## config.mk

```make
export PLATFORM = sky130hd
export DESIGN_NAME = wcf_kernel
export DESIGN_NICKNAME = d
export VERILOG_FILES = /design/src/hw/rtl/wcf_pkg.sv /design/src/hw/rtl/wcf_kernel.sv
export SDC_FILE = /design/constraint.sdc
export NUM_CORES = 1
export LEC_CHECK = 0
export BUFFER_PORTS_ARGS = -buffer_cell sky130_fd_sc_hd__buf_2
export CORE_MARGIN = 2
export CORE_UTILIZATION = 69
export CTS_CLUSTER_SIZE = 12
export DETAILED_ROUTE_END_ITERATION = 6
export GPL_ROUTABILITY_DRIVEN = 0
export PLACE_DENSITY = 0.92
export SLEW_MARGIN = 40
export SYNTH_ARGS = -nofsm -noshare
export SYNTH_HDL_FRONTEND = slang
export SYNTH_SLANG_ARGS = --single-unit
```

## constraint.sdc

```tcl
create_clock -name clk_i -period 10 [get_ports clk_i]
set_input_delay 1 -clock clk_i [delete_from_list [all_inputs] [get_ports clk_i]]
set_output_delay 1 -clock clk_i [all_outputs]
set_load 0.02 [all_outputs]
```

## src/hw/rtl/wcf_pkg.sv

```systemverilog
// shared types, constants and helpers of the 3x3 window convolution filter
package wcf_pkg;

  localparam int MaxWidth  = 1024;
  localparam int MaxHeight = 1024;
  localparam int ColW      = $clog2(MaxWidth);
  localparam int RowW      = $clog2(MaxHeight);
  localparam int PixW      = 8;
  localparam int CfgW      = 11;
  localparam int ModeW     = 3;
  localparam int ApbAddrW  = 4;
  localparam int ApbDataW  = 32;

  // register indexes, taken from paddr[3:2]
  localparam logic [1:0] RegWidthIdx  = 2'd0;
  localparam logic [1:0] RegHeightIdx = 2'd1;
  localparam logic [1:0] RegModeIdx   = 2'd2;

  // box weight 0.11111 as exact ratio, with reciprocal estimate
  localparam int BoxNum     = 11111;
  localparam int BoxDen     = 100000;
  localparam int BoxShift   = 16;
  localparam int BoxRecip   = (BoxNum * (1 << BoxShift)) / BoxDen;
  localparam int BoxSumW    = 12;
  localparam int BoxRecipW  = 24;
  localparam int BoxProdW   = 25;
  // divide by three through reciprocal
  localparam int Div3Shift  = 17;
  localparam int Div3Recip  = ((1 << Div3Shift) / 3) + 1;
  localparam int Div3ProdW  = 28;
  localparam int ValW       = 14;

  typedef enum logic [ModeW-1:0] {
    ModeBox      = 3'd0,
    ModeGauss    = 3'd1,
    ModePrewittX = 3'd2,
    ModePrewittY = 3'd3,
    ModeSobelX   = 3'd4,
    ModeSobelY   = 3'd5,
    ModeLaplace  = 3'd6,
    ModeSharpen  = 3'd7
  } mode_e;

  typedef logic [8:0][PixW-1:0] win_t;

  typedef struct packed {
    logic [ColW-1:0] col;
    logic [RowW-1:0] row;
    logic            interior;
    logic            last;
    mode_e           mode;
  } pix_meta_t;

  typedef struct packed {
    logic [ColW-1:0] wm1;
    logic [RowW-1:0] hm1;
    logic            restart;
    mode_e           mode;
  } frame_cfg_t;

  function automatic logic [ColW-1:0] width_m1(input logic [CfgW-1:0] v);
    if (int'(v) < 3) begin
      return ColW'(2);
    end else if (int'(v) > MaxWidth) begin
      return ColW'(MaxWidth - 1);
    end else begin
      return ColW'(int'(v) - 1);
    end
  endfunction

  function automatic logic [RowW-1:0] height_m1(input logic [CfgW-1:0] v);
    if (int'(v) < 3) begin
      return RowW'(2);
    end else if (int'(v) > MaxHeight) begin
      return RowW'(MaxHeight - 1);
    end else begin
      return RowW'(int'(v) - 1);
    end
  endfunction

  function automatic logic signed [ValW-1:0] abs_val(input logic signed [ValW-1:0] v);
    return (v < 0) ? -v : v;
  endfunction

endpackage

```

## src/hw/rtl/wcf_kernel.sv

```systemverilog
// filter arithmetic pipeline and output register
module wcf_kernel import wcf_pkg::*; (
  input  logic            clk_i,
  input  logic            rst_ni,
  input  logic            win_valid_i,
  input  win_t            win_i,
  input  pix_meta_t       meta_i,
  output logic            win_ready_o,
  output logic            out_valid_o,
  input  logic            out_stall_i,
  output logic [PixW-1:0] filtered_o,
  output logic [ColW-1:0] centre_col_o,
  output logic [RowW-1:0] centre_row_o,
  output logic            frame_last_o
);

  logic en2, en3, en4, en_out;

  logic                       s2_valid_q;
  pix_meta_t                  s2_meta_q;
  logic signed [ValW-1:0]     s2_val_q, s2_val_d;

  logic                       s3_valid_q;
  pix_meta_t                  s3_meta_q;
  logic [PixW-1:0]            s3_res_q, s3_res_d;
  logic [BoxRecipW-1:0]       s3_quo_q, s3_quo_d;
  logic [BoxProdW-1:0]        s3_num_q, s3_num_d;

  logic                       s4_valid_q;
  pix_meta_t                  s4_meta_q;
  logic [PixW-1:0]            s4_res_q;
  logic [PixW-1:0]            s4_q0_q;
  logic [BoxProdW-1:0]        s4_num_q;
  logic [BoxProdW-1:0]        s4_mq_q;

  logic                       out_valid_q;
  logic [PixW-1:0]            filtered_q, filtered_d;
  logic [ColW-1:0]            ccol_q;
  logic [RowW-1:0]            crow_q;
  logic                       last_q;

  assign en_out      = !out_valid_q || !out_stall_i;
  assign en4         = !s4_valid_q || en_out;
  assign en3         = !s3_valid_q || en4;
  assign en2         = !s2_valid_q || en3;
  assign win_ready_o = en2;

  // stage 2: weighted sums and magnitudes
  always_comb begin
    logic signed [ValW-1:0] pe [9];
    logic signed [ValW-1:0] sum;
    logic signed [ValW-1:0] gsum;
    for (int i = 0; i < 9; i++) begin
      pe[i] = $signed({{(ValW-PixW){1'b0}}, win_i[i]});
    end
    sum  = pe[0] + pe[1] + pe[2] + pe[3] + pe[4] + pe[5] + pe[6] + pe[7] + pe[8];
    gsum = pe[0] + (pe[1] <<< 1) + pe[2] + (pe[3] <<< 1) + (pe[4] <<< 2)
         + (pe[5] <<< 1) + pe[6] + (pe[7] <<< 1) + pe[8];
    unique case (meta_i.mode)
      ModeBox:      s2_val_d = sum;
      ModeGauss:    s2_val_d = gsum;
      ModePrewittX: s2_val_d = abs_val((pe[2] + pe[5] + pe[8]) - (pe[0] + pe[3] + pe[6]));
      ModePrewittY: s2_val_d = abs_val((pe[6] + pe[7] + pe[8]) - (pe[0] + pe[1] + pe[2]));
      ModeSobelX:   s2_val_d = abs_val((pe[2] + (pe[5] <<< 1) + pe[8])
                                     - (pe[0] + (pe[3] <<< 1) + pe[6]));
      ModeSobelY:   s2_val_d = abs_val((pe[6] + (pe[7] <<< 1) + pe[8])
                                     - (pe[0] + (pe[1] <<< 1) + pe[2]));
      ModeLaplace:  s2_val_d = abs_val(pe[4] * 14'sd9 - sum);
      ModeSharpen:  s2_val_d = pe[4] * 14'sd10 - sum;
      default:      s2_val_d = sum;
    endcase
  end

  // stage 3: scaling, box reciprocal estimate
  always_comb begin
    logic [BoxSumW-1:0]   vu;
    logic [Div3ProdW-1:0] prod3;
    vu       = s2_val_q[BoxSumW-1:0];
    prod3    = Div3ProdW'(vu) * Div3ProdW'(Div3Recip);
    s3_quo_d = BoxRecipW'(vu) * BoxRecipW'(BoxRecip);
    s3_num_d = BoxProdW'(vu) * BoxProdW'(BoxNum);
    unique case (s2_meta_q.mode)
      ModeBox:      s3_res_d = '0;
      ModeGauss:    s3_res_d = vu[4 +: PixW];
      ModePrewittX: s3_res_d = prod3[Div3Shift +: PixW];
      ModePrewittY: s3_res_d = prod3[Div3Shift +: PixW];
      ModeSobelX:   s3_res_d = vu[2 +: PixW];
      ModeSobelY:   s3_res_d = vu[2 +: PixW];
      ModeLaplace:  s3_res_d = vu[3 +: PixW];
      ModeSharpen: begin
        if (s2_val_q < 0) begin
          s3_res_d = '0;
        end else if (s2_val_q > 14'sd255) begin
          s3_res_d = '1;
        end else begin
          s3_res_d = s2_val_q[PixW-1:0];
        end
      end
      default:      s3_res_d = '0;
    endcase
  end

  // output: box estimate corrected by one remainder compare
  always_comb begin
    logic [BoxProdW-1:0] rem;
    rem = s4_num_q - s4_mq_q;
    if (s4_meta_q.mode == ModeBox) begin
      filtered_d = s4_q0_q + PixW'(rem >= BoxProdW'(BoxDen));
    end else begin
      filtered_d = s4_res_q;
    end
  end

  always_ff @(posedge clk_i or negedge rst_ni) begin
    if (!rst_ni) begin
      s2_valid_q  <= 1'b0;
      s3_valid_q  <= 1'b0;
      s4_valid_q  <= 1'b0;
      out_valid_q <= 1'b0;
    end else begin
      if (en2) begin
        s2_valid_q <= win_valid_i;
      end
      if (en3) begin
        s3_valid_q <= s2_valid_q;
      end
      if (en4) begin
        s4_valid_q <= s3_valid_q;
      end
      if (en_out) begin
        out_valid_q <= s4_valid_q;
      end
    end
  end

  always_ff @(posedge clk_i) begin
    if (en2 && win_valid_i) begin
      s2_val_q  <= s2_val_d;
      s2_meta_q <= meta_i;
    end
    if (en3 && s2_valid_q) begin
      s3_res_q  <= s3_res_d;
      s3_quo_q  <= s3_quo_d;
      s3_num_q  <= s3_num_d;
      s3_meta_q <= s2_meta_q;
    end
    if (en4 && s3_valid_q) begin
      s4_res_q  <= s3_res_q;
      s4_q0_q   <= s3_quo_q[BoxShift +: PixW];
      s4_num_q  <= s3_num_q;
      s4_mq_q   <= BoxProdW'(s3_quo_q[BoxShift +: PixW]) * BoxProdW'(BoxDen);
      s4_meta_q <= s3_meta_q;
    end
    if (en_out && s4_valid_q) begin
      filtered_q <= filtered_d;
      ccol_q     <= s4_meta_q.col - 1'b1;
      crow_q     <= s4_meta_q.row - 1'b1;
      last_q     <= s4_meta_q.last;
    end
  end

  assign out_valid_o  = out_valid_q;
  assign filtered_o   = filtered_q;
  assign centre_col_o = ccol_q;
  assign centre_row_o = crow_q;
  assign frame_last_o = last_q;

endmodule

```

==> results.json <==
{
  "drtAntennaViolNets": 0,
  "syn-cell-area_um2": 27200,
  "tightest_slew_ns": 0.913,
  "synth_cells": 2553,
  "end_kind": "flop",
  "cap_violations": 0,
  "ys_ff_latch": 209,
  "synth_edf_count": 205,
  "wl_per_cell_um": 23.7,
  "crit_top_cell": "ha_1",
  "period_needed_ns": 7.80,
  "grt_max_degree": 61,
  "initialDrtViolationCount": 2340,
  "tns_ns": 0,
  "ys_top_cells_by_area": "fa_1 (25%), edfxtp_1 (23%), ha_1 (19%)",
  "clk_path_buf_depth": 3,
  "syn2layout_area_growth_pct": 6.81,
  "period_share_pct": 78.0,
  "r2r_end": "s3_res_q[4]$_DFFE_PP_",
  "die_w_um": 203,
  "start_util_pct": 70.1,
  "synth_top_area_share_pct": 25.1,
  "cp-start-kind": "primary input",
  "cts-resized-gates": 0,
  "fillerInstances": 2264,
  "clock_sinks": 209,
  "nets": 3532,
  "mostFrequentLayoutCell": "inv_1",
  "antenna_found_initial": 1,
  "syn-num-nets": 3400,
  "slew_headroom_pct": 38.7,
  "fin_area_um2": 29100,
  "drt-total-wl_mm": 76.3,
  "num_vias": 21100,
  "reg2reg_depth": 17,
  "ys.flop_type": "edfxtp_1",
  "report.final.hold_viol_count": 0,
  "cts_root_buf": "clkbuf_16",
  "dpl.hpwl_mm": 59.9,
  "synth.avg_cell_area_um2": 10.7,
  "pin_count": 132,
  "reg2reg_from": "s2_val_q[10]$_DFFE_PP_",
  "worstPathArrival_ns": 8.05,
  "h-tree-depth": 1,
  "max_stage_delay_ns": 0.55,
  "yosys_warnings": 0,
  "setup_viol_count_final": 0,
  "ys_types": 89,
  "hold_class": "primary input to async pin",
  "ys_seq_area_share_pct": 23.0,
  "post_dp_cell_area_um2": 28500,
  "drt_first_pass_iters": 7,
  "rrSetupSlack_ns": 3.13,
  "grt-ovfl-total": 0,
  "grtUsageTotal_pct": 38.3,
  "die_y_um": 203,
  "violations": "design-rule violations",
  "timing.hold.ws_ns": 0.244,
  "via_per_inst": 6.57,
  "mostFrequentLayoutCells": "inv_1 (458), ha_1 (405), fa_1 (341)",
  "slew_violations": 0,
  "clk_pin_slew_ns": 0.06,
  "crit_fanout": 9,
  "fmax_mhz": 128,
  "clock_skew_ns": 0.0178,
  "rows": 72,
  "die_area_um2": 41000,
  "crit_slowest_cell": "fa_1",
  "grt_pass1_wl_mm": 121,
  "grt_pass1_vias": 23200,
  "stdcell_count": 3215,
  "core_region_area_um2": 38800,
  "layout-drive-gt1-share_pct": 7.75,
  "cts-hold-fix-buffers": 0,
  "cts_tree": "yes",
  "path_class": "primary input to flop",
  "worstSkewPairLatency_ns": 0.55,
  "required_ns": 10.24,
  "rsz0062_at_grt": "no",
  "synth_top_area_cell": "fa_1",
  "status": "finished, violations left",
  "cts_made_buffers": 21,
  "port-buffer-count": 130,
  "cts_setup_buffers": 0,
  "drc_errors": 66,
  "placed_cells": 3180,
  "synthArstFlopShare_pct": 1.91
}
critical path: cells and delay by family:
family          cells  cell delay [ns]
mux                 1             0.28
xor+xnor            2             0.92
fa+ha+maj           7             2.59
compound gates     11             2.05
buf+inv             5             0.42
simple gates        3             0.78
through the flow:
stage	setup WS, ns	utilization [%]
after global placement	2.15	73.3
after global routing	1.77	74.8
after detailed placement	1.91	73.3
after floorplan	3.19	-
final	2.20	74.9
after CTS	2.43	74.8
sequential cells by signal, indices dropped and copies added (netlist names), 8 cells and up:
register      cells
s4_num_q         20
filtered_o        8
s4_q0_q           8
centre_col_o     10
s4_res_q          8
s3_quo_q          8
s3_meta_q        24
centre_row_o     10
s2_meta_q        24
s4_meta_q        24
s3_num_q         20
s4_mq_q          18
s3_res_q          8
s2_val_q         14
logic make-up after synthesis:
kind of cell | synth area share, %
and+or+nand+nor | 8.06
xor gates and xnor gates | 6.49
muxes | 0.653
AOI/OAI and AO/OA | 11.4
buffers and inverters | 6.68
DFF | 23.0
adders and majority gates | 43.7
layer usage:
layer	share of wire [%]	track usage [%]
met3	8.4	8.84
met5	0	0
met1	31	38.9
met2	49	66.3
met4	11	33.7
area by class of cell:
cell class	instances	area, um^2	share of cell area, %
Multi-Input combinational cell	1861	19200	65.9
Tap cell	518	648	2.23
Antenna cell	1	2.50	0.00861
Sequential cell	209	6260	21.5
Timing Repair Buffer	134	693	2.38
Inverter	458	1720	5.92
Clock buffer	32	577	1.98
Clock inverter	2	13.8	0.0474
synthesized netlist by cell type (11+ instances only):
cell and number:
nand4_1 12, o21a_1 20, a21oi_1 126, fa_1 341, nand2_1 92, edfxtp_1 205
a31oi_1 18, o31ai_1 17, nor2b_1 23, mux2i_1 11, or2_2 11, o21bai_1 22
nor2_1 118, a211oi_1 13, xor2_1 79, a21o_1 45, nand3_1 34, ha_1 405
o21ai_0 74, and3_1 17, o211ai_1 16, or3_1 17, nand2b_1 21, nor4_1 13
nor3_1 42, xnor2_1 119, clkbuf_1 21, inv_1 458
worst max-delay path by stage:
stage | slack, ns | endpoint | depth (start not counted) | startpoint
6_report | 2.20 | s2_val_q[10]$_DFFE_PP_ | 29 | win_i[1]
5_1_grt | 1.77 | s2_val_q[10]$_DFFE_PP_ | 29 | win_i[1]
4_1_cts | 2.43 | s2_val_q[10]$_DFFE_PP_ | 29 | win_i[1]
3_5_place_dp | 1.91 | s2_val_q[11]$_DFFE_PP_ | 27 | win_i[34]
3_3_place_gp | 2.15 | s2_val_q[11]$_DFFE_PP_ | 27 | win_i[34]
2_1_floorplan | 3.19 | s2_val_q[11]$_DFFE_PP_ | 26 | win_i[26]
Power is left out: the tool's default activity adds up to more than one toggle a clock period on the data nets, which glitch-free logic cannot reach.
